==> src/design/h264aus_pkg.sv <==
// Shared types and constants for the H.264 access unit splitter.
// Used by h264aus_scan and h264_access_unit_splitter_top; no dependencies.
`timescale 1ns / 1ps

package h264aus_pkg;

  // Lengths and byte positions are 21 bits wide, enough for MAX_CHUNK itself.
  localparam int LEN_W            = 21;
  localparam int MAX_CHUNK        = 1048576;
  localparam int SKIP_AFTER_START = 8;
  localparam int WIN_LEN          = SKIP_AFTER_START + 1;

  // Stream widths.
  localparam int IN_DATA_W  = 8;
  localparam int OUT_DATA_W = 32;
  localparam int CFG_IDX_W  = 2;

  // Configuration register indexes.
  localparam logic [CFG_IDX_W-1:0] CFG_BUFFER_SIZE   = 2'd0;
  localparam logic [CFG_IDX_W-1:0] CFG_FRAME_MODE    = 2'd1;
  localparam logic [CFG_IDX_W-1:0] CFG_CODEC_IS_H264 = 2'd2;

  localparam logic [LEN_W-1:0] BUFFER_SIZE_RST = 21'd65536;

  // NAL unit types of interest.
  localparam logic [4:0] NAL_SLICE     = 5'd1;
  localparam logic [4:0] NAL_IDR       = 5'd5;
  localparam logic [4:0] NAL_SEI       = 5'd6;
  localparam logic [4:0] NAL_SPS       = 5'd7;
  localparam logic [4:0] NAL_PPS       = 5'd8;
  localparam logic [4:0] NAL_SUBSET_SPS = 5'd15;
  localparam logic [4:0] NAL_SLICE_EXT = 5'd20;

  typedef enum logic [1:0] {
    PH_START = 2'd0,
    PH_END   = 2'd1,
    PH_DONE  = 2'd2
  } phase_t;

  // Scan state as it stands after the current beat has been taken in.
  typedef struct packed {
    logic [LEN_W-1:0] length;
    logic [LEN_W-1:0] boundary;
    logic             start_found;
    logic             end_found;
  } scan_info_t;

endpackage

==> src/design/h264aus_scan.sv <==
// Start code window and two-phase access unit boundary scan.
// Depends on h264aus_pkg.
`timescale 1ns / 1ps

module h264aus_scan (
  input  logic                                clk,
  input  logic                                rst_n,
  input  logic                                step,
  input  logic [h264aus_pkg::IN_DATA_W-1:0]   data_byte,
  input  logic                                last_byte,
  output h264aus_pkg::scan_info_t             info
);

  logic [7:0]                     win_r   [h264aus_pkg::WIN_LEN];
  logic [7:0]                     win_nxt [h264aus_pkg::WIN_LEN];
  logic [h264aus_pkg::LEN_W-1:0]  cnt_r, cnt_nxt;
  logic [h264aus_pkg::LEN_W-1:0]  resume_r, resume_nxt;
  logic [h264aus_pkg::LEN_W-1:0]  bound_r, bound_nxt;
  logic                           start_r, start_nxt;
  logic                           end_r, end_nxt;
  h264aus_pkg::phase_t            phase_r, phase_nxt;

  logic [7:0]                     w [h264aus_pkg::WIN_LEN];
  logic [h264aus_pkg::LEN_W-1:0]  cnt_new;
  logic [h264aus_pkg::LEN_W-1:0]  pos;
  logic [4:0]                     nal_type;
  logic                           active;
  logic                           scan_en;
  logic                           prefix;
  logic                           pic_start;
  logic                           boundary;

  // The window as it looks once this byte has been shifted in.
  always_comb begin
    for (int i = 0; i < h264aus_pkg::WIN_LEN - 1; i++) begin
      w[i] = win_r[i+1];
    end
    w[h264aus_pkg::WIN_LEN-1] = data_byte;
  end

  assign active   = step && (cnt_r < h264aus_pkg::LEN_W'(h264aus_pkg::MAX_CHUNK));
  assign cnt_new  = cnt_r + 1'b1;
  assign scan_en  = cnt_new >= h264aus_pkg::LEN_W'(h264aus_pkg::WIN_LEN);
  assign pos      = cnt_new - h264aus_pkg::LEN_W'(h264aus_pkg::WIN_LEN);
  assign nal_type = w[3][4:0];
  assign prefix   = (w[0] == 8'h00) && (w[1] == 8'h00) && (w[2] == 8'h01);
  assign pic_start = (((nal_type == h264aus_pkg::NAL_IDR) ||
                       (nal_type == h264aus_pkg::NAL_SLICE)) && w[4][7]) ||
                     ((nal_type == h264aus_pkg::NAL_SLICE_EXT) && w[7][7]);
  assign boundary = (nal_type == h264aus_pkg::NAL_SUBSET_SPS) ||
                    (nal_type == h264aus_pkg::NAL_SPS) ||
                    (nal_type == h264aus_pkg::NAL_PPS) ||
                    (nal_type == h264aus_pkg::NAL_SEI) || pic_start;

  always_comb begin
    win_nxt    = win_r;
    cnt_nxt    = cnt_r;
    resume_nxt = resume_r;
    bound_nxt  = bound_r;
    start_nxt  = start_r;
    end_nxt    = end_r;
    phase_nxt  = phase_r;
    if (active) begin
      win_nxt = w;
      cnt_nxt = cnt_new;
      if (scan_en) begin
        unique case (phase_r)
          h264aus_pkg::PH_START: begin
            if (prefix && pic_start) begin
              start_nxt  = 1'b1;
              // pos + SKIP_AFTER_START equals the new count minus one.
              resume_nxt = cnt_r;
              phase_nxt  = h264aus_pkg::PH_END;
            end
          end
          h264aus_pkg::PH_END: begin
            if ((pos >= resume_r) && prefix && boundary) begin
              end_nxt   = 1'b1;
              bound_nxt = pos;
              phase_nxt = h264aus_pkg::PH_DONE;
            end
          end
          h264aus_pkg::PH_DONE: begin
          end
          default: begin
          end
        endcase
      end
    end
  end

  // Post-beat view for the result logic.
  assign info.length      = cnt_nxt;
  assign info.boundary    = bound_nxt;
  assign info.start_found = start_nxt;
  assign info.end_found   = end_nxt;

  always_ff @(posedge clk) begin
    if (!rst_n || (step && last_byte)) begin
      for (int i = 0; i < h264aus_pkg::WIN_LEN; i++) begin
        win_r[i] <= 8'h00;
      end
      cnt_r    <= '0;
      resume_r <= '0;
      bound_r  <= '0;
      start_r  <= 1'b0;
      end_r    <= 1'b0;
      phase_r  <= h264aus_pkg::PH_START;
    end else begin
      win_r    <= win_nxt;
      cnt_r    <= cnt_nxt;
      resume_r <= resume_nxt;
      bound_r  <= bound_nxt;
      start_r  <= start_nxt;
      end_r    <= end_nxt;
      phase_r  <= phase_nxt;
    end
  end

endmodule

==> src/design/h264_access_unit_splitter_top.sv <==
// Top level of the H.264 Annex B access unit splitter.
// Depends on h264aus_pkg and h264aus_scan.
`timescale 1ns / 1ps

// The block takes one chunk of an H.264 Annex B stream, one byte per beat on
// the in_ channel, with in_tlast marking the final byte of the chunk. Bytes
// without in_tlast produce nothing; the last byte produces exactly one beat on
// the out_ channel carrying the frame length and the status flags.
//
// Throughput is one byte per cycle unless stalled: the start code window, the
// NAL type compares and the result selection sit between the input handshake
// and a single output register. The result beat appears on out_tvalid the
// cycle after the last byte is accepted, and the next chunk can begin at once.
//
// When the receiver stalls, the result stays in the output register and
// in_tready drops only while that register is full and out_tready is low.
//
// The cfg_ channel writes buffer_size, frame_mode and codec_is_h264; it is
// always ready and an unknown index is ignored. Registers are meant to be
// written while the block is idle; the values present when a chunk's last
// byte arrives decide its result.
//
// Reset (rst_n low, synchronous) clears the scan state and the output valid
// and loads the register defaults: 65536 bytes, frame mode on, H.264 on.

module h264_access_unit_splitter_top (
  input  logic                                 clk,
  input  logic                                 rst_n,
  // in_tdata: [7:0] data_byte. in_tlast: last_byte.
  input  logic                                 in_tvalid,
  output logic                                 in_tready,
  input  logic [h264aus_pkg::IN_DATA_W-1:0]    in_tdata,
  input  logic                                 in_tlast,
  // out_tdata: [20:0] frame_length, [21] start_found, [22] end_found,
  // [23] oversize, [24] short_chunk, [31:25] zero.
  output logic                                 out_tvalid,
  input  logic                                 out_tready,
  output logic [h264aus_pkg::OUT_DATA_W-1:0]   out_tdata,
  input  logic                                 cfg_valid,
  output logic                                 cfg_ready,
  input  logic [h264aus_pkg::CFG_IDX_W-1:0]    cfg_index,
  input  logic [h264aus_pkg::LEN_W-1:0]        cfg_data
);

  localparam int PAD_W = h264aus_pkg::OUT_DATA_W - h264aus_pkg::LEN_W - 4;

  logic [h264aus_pkg::LEN_W-1:0]      buf_size_r;
  logic                               frame_mode_r;
  logic                               h264_r;

  logic                               out_valid_r, out_valid_nxt;
  logic [h264aus_pkg::OUT_DATA_W-1:0] out_data_r, out_data_nxt;

  logic                               in_fire;
  h264aus_pkg::scan_info_t            info;

  logic [h264aus_pkg::LEN_W-1:0]      res_len;
  logic                               res_start, res_end, res_over, res_eos;

  assign cfg_ready = 1'b1;
  assign in_tready = !out_valid_r || out_tready;
  assign in_fire   = in_tvalid && in_tready;

  // Configuration registers.
  always_ff @(posedge clk) begin
    if (!rst_n) begin
      buf_size_r   <= h264aus_pkg::BUFFER_SIZE_RST;
      frame_mode_r <= 1'b1;
      h264_r       <= 1'b1;
    end else if (cfg_valid && cfg_ready) begin
      unique case (cfg_index)
        h264aus_pkg::CFG_BUFFER_SIZE:   buf_size_r   <= cfg_data;
        h264aus_pkg::CFG_FRAME_MODE:    frame_mode_r <= cfg_data[0];
        h264aus_pkg::CFG_CODEC_IS_H264: h264_r       <= cfg_data[0];
        default: begin
        end
      endcase
    end
  end

  h264aus_scan u_scan (
    .clk       (clk),
    .rst_n     (rst_n),
    .step      (in_fire),
    .data_byte (in_tdata),
    .last_byte (in_tlast),
    .info      (info)
  );

  // Result selection. In frame scan mode an oversize chunk reports its raw
  // length and the oversize flag alone; else a found boundary sets the length.
  // In other modes the length passes through and short chunks flag the end.
  always_comb begin
    res_len   = info.length;
    res_start = 1'b0;
    res_end   = 1'b0;
    res_over  = 1'b0;
    res_eos   = 1'b0;
    if (frame_mode_r && h264_r) begin
      if (info.length > buf_size_r) begin
        res_over = 1'b1;
      end else begin
        res_start = info.start_found;
        res_end   = info.end_found;
        if (info.end_found) begin
          res_len = info.boundary;
        end
      end
    end else begin
      res_eos = (info.length != '0) && (info.length < buf_size_r);
    end
  end

  always_comb begin
    out_valid_nxt = out_valid_r;
    out_data_nxt  = out_data_r;
    if (in_fire && in_tlast) begin
      out_valid_nxt = 1'b1;
      out_data_nxt  = {{PAD_W{1'b0}}, res_eos, res_over, res_end, res_start, res_len};
    end else if (out_tready) begin
      out_valid_nxt = 1'b0;
    end
  end

  always_ff @(posedge clk) begin
    if (!rst_n) begin
      out_valid_r <= 1'b0;
    end else begin
      out_valid_r <= out_valid_nxt;
    end
  end

  always_ff @(posedge clk) begin
    out_data_r <= out_data_nxt;
  end

  assign out_tvalid = out_valid_r;
  assign out_tdata  = out_data_r;

  // A last byte always leaves a result waiting in the next cycle.
  a_last_gives_result: assert property (@(posedge clk) disable iff (!rst_n)
    (in_tvalid && in_tready && in_tlast) |=> out_tvalid)
    else $error("last byte accepted without a result");

  // An end boundary is only searched for after a picture start.
  a_end_needs_start: assert property (@(posedge clk) disable iff (!rst_n)
    out_tvalid |-> !(out_tdata[22] && !out_tdata[21]))
    else $error("end_found without start_found");

  // Oversize and the short-chunk flag come from different modes and never
  // pair with the scan flags.
  a_flag_modes: assert property (@(posedge clk) disable iff (!rst_n)
    out_tvalid |-> !(out_tdata[23] && (out_tdata[24] || out_tdata[21])))
    else $error("inconsistent result flags");

  // Every chunk holds at least one byte; only a found end may give length 0.
  a_len_nonzero: assert property (@(posedge clk) disable iff (!rst_n)
    out_tvalid |-> (out_tdata[h264aus_pkg::LEN_W-1:0] != '0) || out_tdata[22])
    else $error("zero frame length without a boundary");

endmodule
==> config.mk <==
export PLATFORM = sky130hd
export DESIGN_NAME = h264_access_unit_splitter_top
export DESIGN_NICKNAME = d
export VERILOG_FILES = /design/src/design/h264aus_pkg.sv /design/src/design/h264aus_scan.sv /design/src/design/h264_access_unit_splitter_top.sv
export SDC_FILE = /design/constraint.sdc
export NUM_CORES = 1
export LEC_CHECK = 0
export ABC_AREA = 1
export ABC_CLOCK_PERIOD_IN_PS = 3200
export BUFFER_PORTS_ARGS = -buffer_cell sky130_fd_sc_hd__buf_2
export CAP_MARGIN = 10
export CORE_MARGIN = 5
export CORE_UTILIZATION = 31
export CTS_BUF_LIST = sky130_fd_sc_hd__clkbuf_16
export DETAILED_ROUTE_END_ITERATION = 7
export GPL_ROUTABILITY_DRIVEN = 0
export GPL_TIMING_DRIVEN = 0
export PLACE_DENSITY_LB_ADDON = 0.08
export SKIP_LAST_GASP = 1
export SLEW_MARGIN = 20
export SYNTH_ARGS = -nofsm -noshare
export SYNTH_HDL_FRONTEND = slang
export SYNTH_SLANG_ARGS = --single-unit
==> constraint.sdc <==
create_clock -name clk -period 3.2 [get_ports clk]
set_input_delay 0.32 -clock clk [delete_from_list [all_inputs] [get_ports clk]]
set_output_delay 0.32 -clock clk [all_outputs]
set_load 0.03 [all_outputs]
After elaboration in Yosys (flattened, before gate mapping) --
Index checks and enable logic that the tools add are counted.
Storage, ports and cells: bits in registers 180, bits of input ports 37, word-level logic and storage cells 100
Cells by class: add/subtract/negate cells 2, order comparisons 5, equality and inequality tests 13, mux-type cells 22, bitwise logic cells 1, reductions and logical operators 35
Operators by type and width (count):
- two-way mux 21 bit | 8
- adder 21 x 1 -> 21 bit, second input constant | 1
- >= comparator 21 bit | 1
- >= comparator 21 x 4 -> 1 bit, second input constant | 1
- greater-than comparator 21 bit | 1
- less-than comparator 21 bit | 1
- less-than comparator 21 bit, second input constant | 1
- nonzero test 21 bit | 1
- subtractor 21 x 4 -> 21 bit, second input constant | 1
- zero test 8 bit | 2
- equality test 5 x 3 -> 1 bit, second input constant | 3
- logical AND 1 bit | 12
- two-way mux 1 bit | 11
- equality test 5 x 4 -> 1 bit, second input constant | 2
- equality test 8 x 1 -> 1 bit, second input constant | 1
- logical OR 1 bit | 8
- AND reduction 2 bit | 3
- equality test 5 x 1 -> 1 bit, second input constant | 1
- equality test 5 bit, second input constant | 1
- AND reduction 5 bit | 1
- equality test 2 x 1 -> 1 bit, second input constant | 2
- zero test 2 bit | 2
- two-way mux 2 bit | 2
- inequality test 2 x 1 -> 1 bit, second input constant | 2
- other kinds (7) | 9

Depth between registers and ports, before layout --
depth in word-level cells 13, gate-level depth with buffers 30

Modules after synthesis --
A second synthesis with hierarchy kept.
Unflattened totals: cell total of the unflattened synthesis 1554, area, all modules 10196.0 um^2
Modules (own cells, without submodules):
- h264aus_scan | instances 1, cells each 1173, area an instance 7292.0 um^2
- h264_access_unit_splitter_top | instances 1, cells each 381, area an instance 2904.0 um^2

Worst setup path after synthesis --
No wires, ideal clock.
path type register -> register, from register u_scan.cnt_r[0] in the netlist's numbering, to register out_data_r (netlist bit out_tdata[12]) (data pin), setup time 252 ps, data arrival time 3319 ps, data required time 2948 ps, slack -371 ps, stages on the path, launching flop included 29, cell sequence dfxtp_1 -> buf_4 -> inv_2 -> ha_1 -> nor2_1 -> nand2_1 -> nand2_1 -> nand2_1 -> nor2_4 -> nand3_4 -> nor2_4 -> nand2_2 -> nand2_1 -> nand2_1 -> ha_1 -> nand4_1 -> nor4_1 -> nand2_1 -> nand2_1 -> nor2_1 -> nand2_1 -> nand2_1 -> nor2_1 -> nand3_4 -> nand2_2 -> nand2_4 -> buf_6 -> nand2_1 -> nand2_1
On the way: word-level cells in the longest chain between the ends 12, elaborated cells on any way between the ends 21, classes of those cells add/sub: 2; order compare: 4; mux: 12; reduce/logical: 3
RTL lines:
- from (decl) | RTL line h264aus_scan.sv:16 | logic [h264aus_pkg::LEN_W-1:0] cnt_r, cnt_nxt;
- from (signal assigned) | RTL line h264aus_scan.sv:111 | cnt_r <= cnt_nxt;
- adder 21 x 1 -> 21 bit | RTL line h264aus_scan.sv:42 | assign cnt_new = cnt_r + 1'b1;
- subtractor 21 x 4 -> 21 bit | RTL line h264aus_scan.sv:44 | assign pos = cnt_new - h264aus_pkg::LEN_W'(h264aus_pkg::WIN_LEN);
- >= comparator 21 bit | RTL line h264aus_scan.sv:77 | if ((pos >= resume_r) && prefix && boundary) begin
- logical AND 1 bit (2 in series) | RTL line h264aus_scan.sv:77
- two-way mux 21 bit or two-way mux 1 bit (tied branches) | RTL line h264aus_scan.sv:77
- two-way mux 21 bit or two-way mux 1 bit (tied branches) | RTL line h264aus_scan.sv:67 | unique case (phase_r)
- two-way mux 21 bit or two-way mux 1 bit (tied branches) | RTL line h264aus_scan.sv:66 | if (scan_en) begin
- two-way mux 21 bit or two-way mux 1 bit (tied branches) | RTL line h264aus_scan.sv:63 | if (active) begin
- two-way mux 21 bit | RTL line h264_access_unit_splitter_top.sv:105 | if (info.end_found) begin
- two-way mux 21 bit | RTL line h264_access_unit_splitter_top.sv:100 | if (info.length > buf_size_r) begin
- two-way mux 21 bit * | RTL line h264_access_unit_splitter_top.sv:99 | if (frame_mode_r && h264_r) begin
- named net res_len (one bit) | RTL line h264_access_unit_splitter_top.sv:57 | logic [h264aus_pkg::LEN_W-1:0] res_len;
- to (signal assigned) | RTL line h264_access_unit_splitter_top.sv:134 | out_data_r <= out_data_nxt;
- to (decl) | RTL line h264_access_unit_splitter_top.sv:52 | logic [h264aus_pkg::OUT_DATA_W-1:0] out_data_r, out_data_nxt;
The timed path passes the listed nets; every way through them passes the cells marked *. A chain may end at the register's enable or synchronous reset.

Final worst setup path --
from register u_scan.cnt_r[1] in the netlist's numbering, to register out_data_r (netlist bit out_tdata[13]) (data pin)
The elaborated chain is that of the path after synthesis.

==> metrics.md <==
| Metric | Value |
|---|---|
| Status | `finished, violations left` |
| Failing checks | `setup timing` |
| Final slew viol count | `0` |
| Non-Filler Instances | `1845` |
| DRC | `0` |
| Post-DP HPWL | `21300 µm` |
| Vias in the first global route | `8014` |
| Hold endpoint | `buf_size_r[16]$_SDFFE_PN1P_` |
| Final hold violation count | `0` |
| Max-Slew Margin vs Limit | `0.367` |
| Core Area | `0.0297 mm²` |
| TritonCTS Buffers | `17` |
| Hold WS | `0.104 ns` |
| Xor-xnor portion of the synthesized cell area | `0.0103` |
| CP Max Fanout | `6` |
| Mapped cell area | `0.00935 mm²` |
| Routed vias/inst | `4.56` |
| Clock transition at path regs | `0.07 ns` |
| CP peak stage delay | `0.38 ns` |
| First-pass GRT wire length | `44200 µm` |
| Clk buf depth | `2` |
| Area Growth Syn to Fin | `25.8%` |
| CP arrival | `4.16 ns` |
| I/O pin total | `72` |
| Internal reg-to-reg setup slack | `-0.66 ns` |
| Multi-input gate area | `0.00510 mm²` |
| Post-synthesis sequential area ratio | `0.412` |
| Clk_lat worst skew | `0.43 ns` |
| Die extent in y | `184 µm` |
| Via count | `8414` |
| Clock sinks | `180` |
| Final wirelength | `28100 µm` |
| Asr flop ratio synth | `0` |
| Max-Cap Viols | `0` |
| Most frequent cells in the layout | `nand2_1, inv_1, dfxtp_1` |
| Sequential Area | `0.00388 mm²` |
| Worst reg2reg startpoint | `u_scan.cnt_r[1]$_SDFF_PP0_` |
| Synth Area in Compound Gates | `0.128` |
| Iter 0 DRT Violations | `467` |
| Synth Area in Simple Gates | `0.289` |
| Clock Skews | `0.0114 ns` |
| Gr usage total | `0.167` |
| Cell row count | `63` |
| Reg2Reg Depth | `27` |
| Critical Path Source Type | `flip-flop` |
| WHS Path Cells | `3` |
| Htree depth | `4` |
| # fillers | `3162` |
| Starting Density | `0.315` |
| RR Endpoint | `out_tdata[13]$_DFFE_PP_` |
| Most common cell after layout, fill and taps aside | `nand2_1` |
| Static Leak | `5.25 nW` |
| Clock root buffer | `clkbuf_16` |
| Fin nets | `1523` |
| DP Area | `0.0103 mm²` |
| Hold Buf Count CTS | `0` |
| Setup CP Type | `flip-flop to flip-flop` |
| Setup violators final | `47` |
| Netlist cell types | `39` |
| Average wire per standard cell | `15.2 µm` |
| Seq cells post-synth | `180` |
| DR pass1 iterations | `4` |
| CTS tree | `done` |
| Cell count after placement | `1770` |
| Largest family of logic cells by synthesized area | `simple AND/OR/NAND/NOR gates` |
| Worst-margin pin slew | `0.943 ns` |
| Worst EP required | `3.49 ns` |
| Pwr/cell area | `467 mW/mm²` |
| I/O Buffers | `63` |
| Post-synth EDFFs | `25` |
| Max stage delay cell, worst path | `dfxtp_4` |
| Ant diodes | `0` |
| Post-route cell area | `0.0118 mm²` |
| Hold crit path type | `input pin to flip-flop` |
| Antenna viol nets, final | `0` |
| RSZ-0062 raised after global routing | `true` |
| Die ar. | `0.0337 mm²` |
| Fin crit share | `1.21` |
| Synth warn | `0` |
| Crit path buffers/inverters | `4` |
| Mean Syn Cell Area | `7.14 µm²` |
| Tmin final | `3.86 ns` |
| Hold Startpoint | `cfg_data[16]` |
| Synth Area in Adders | `0.0589` |
| Peak supply drop | `0.000255 V` |
| CP delay by family, top | `simple AND/OR/NAND/NOR gates` |
| Largest net degree at the start of global routing | `20` |
| Top FF cell, synth | `dfxtp_1` |
| Final worst slack | `-0.663 ns` |
| Proportion of layout cells with a drive suffix above 1 | `0.226` |
| Worst Setup End Kind | `flip-flop` |
| Multiplexer area fraction after synthesis | `0` |
| Die Width | `184 µm` |
| Peak Freq | `0.259 GHz` |
| Cells after Synth | `1310` |
| Total global routing overflow | `0` |
| Initial antenna violation count | `0` |
## cell type report
| cell class | count | area share |
|---|---|---|
| clock inverters | 14 | 0.00999 |
| repair buffers | 107 | 0.0615 |
| multi-input cells | 910 | 0.433 |
| plain buffers | 64 | 0.0339 |
| flip-flops and latches | 180 | 0.329 |
| clock buffers | 18 | 0.0383 |
| well taps | 390 | 0.0415 |
| inverters | 162 | 0.0521 |
## per-layer routing
metal / vias to the layer above / global-route usage / routed length (µm)
met3: 24 / 0.0267 / 828
met4: 0 / 0.0483 / 468
met2: 129 / 0.261 / 12300
met5: - / 0 / 0
li1: 4494 / - / -
met1: 3767 / 0.238 / 14500
## through the flow
stage | TNS (ns) | setup slack [ns] | utilization | power [mW]
4_1_cts | -24.99 | -0.674 | 0.386 | 5.52
5_1_grt | -34.97 | -0.883 | 0.396 | 5.78
3_3_place_gp | -45.51 | -1.19 | 0.345 | 3.32
3_5_place_dp | -44.55 | -1.18 | 0.347 | 3.33
2_1_floorplan | -3.42 | -0.173 | - | 3.05
6_report | -23.58 | -0.663 | 0.396 | 5.50
## how the worst max path moves through the flow
stage,start,to,cells past startpoint
floorplan,u_scan.cnt_r[0]$_SDFF_PP0_,out_tdata[12]$_DFFE_PP_,28
global placement,out_tready,out_tdata[9]$_DFFE_PP_,19
detailed placement,out_tready,out_tdata[9]$_DFFE_PP_,19
CTS,u_scan.cnt_r[1]$_SDFF_PP0_,out_tdata[1]$_DFFE_PP_,27
global route,u_scan.cnt_r[1]$_SDFF_PP0_,out_tdata[13]$_DFFE_PP_,29
finish,u_scan.cnt_r[1]$_SDFF_PP0_,out_tdata[13]$_DFFE_PP_,27
## power breakdown
group | internal, mW | switching [mW]
Sequential | 2.37 | 0.0398
Clock | 1.12 | 0.953
Combinational | 0.353 | 0.662
Total | 3.84 | 1.65
## logic make-up (layout without fill, tap and decap cells)
| kind of cell | Yosys count | count (layout) |
|---|---|---|
| other cells | 2 | 8 |
| buf+inv | 226 | 365 |
| flops | 180 | 180 |
| simple gates | 615 | 615 |
| xor+xnor | 11 | 11 |
| fa+ha+maj | 44 | 44 |
| compound gates | 232 | 232 |
## cells in the mapped netlist, drive strengths merged, types with 9 or more instances
master,number,area [µm²]
dfxtp,155,3100
a21oi,136,692
nor4,9,56.3
clkbuf,37,139
edfxtp,25,751
xor2,9,78.8
nand4,44,275
nand3,47,283
buf,27,199
inv,162,608
ha,44,551
nand2,379,1470
nor2,124,548
o21ai,86,430
## repair_timing
item | in CTS | in global routing
gates resized for setup | 111 | 62
gates cloned | 5 | 0
setup buffers | 22 | 19
endpoints found under the setup margin | 49 | 49
pin swaps | 52 | 34
## registers in the layout, summed over array words and instances (netlist names), 2 cells and up
signal           flops
u_scan.w            59
out_tdata           25
buf_size_r          21
u_scan.bound_r      21
u_scan.cnt_r        21
u_scan.resume_r     21
u_scan.nal_type      5
u_scan.phase_r       2
## worst reg2reg max path, cell delays in order (launching register included)
cell and delay, ns:
dfxtp_4 0.38, ha_4 0.17, nand2_4 0.06, nor2_4 0.16
nand2_4 0.11, nand2_4 0.10, nand2_4 0.06, nor2_4 0.21
nand3_4 0.15, buf_4 0.17, xnor2_2 0.16, ha_1 0.32
nand2_1 0.05, inv_1 0.07, nand3_1 0.08, nor3_1 0.13
o21ai_0 0.11, nand2_1 0.13, nand2_2 0.12, nand2_2 0.11
nand2_2 0.06, nor2_4 0.11, nand3_4 0.11, a21oi_4 0.19
buf_12 0.15, buf_8 0.11, nand2_1 0.05, nand2_1 0.09
Power figures use the tool's default switching activity.
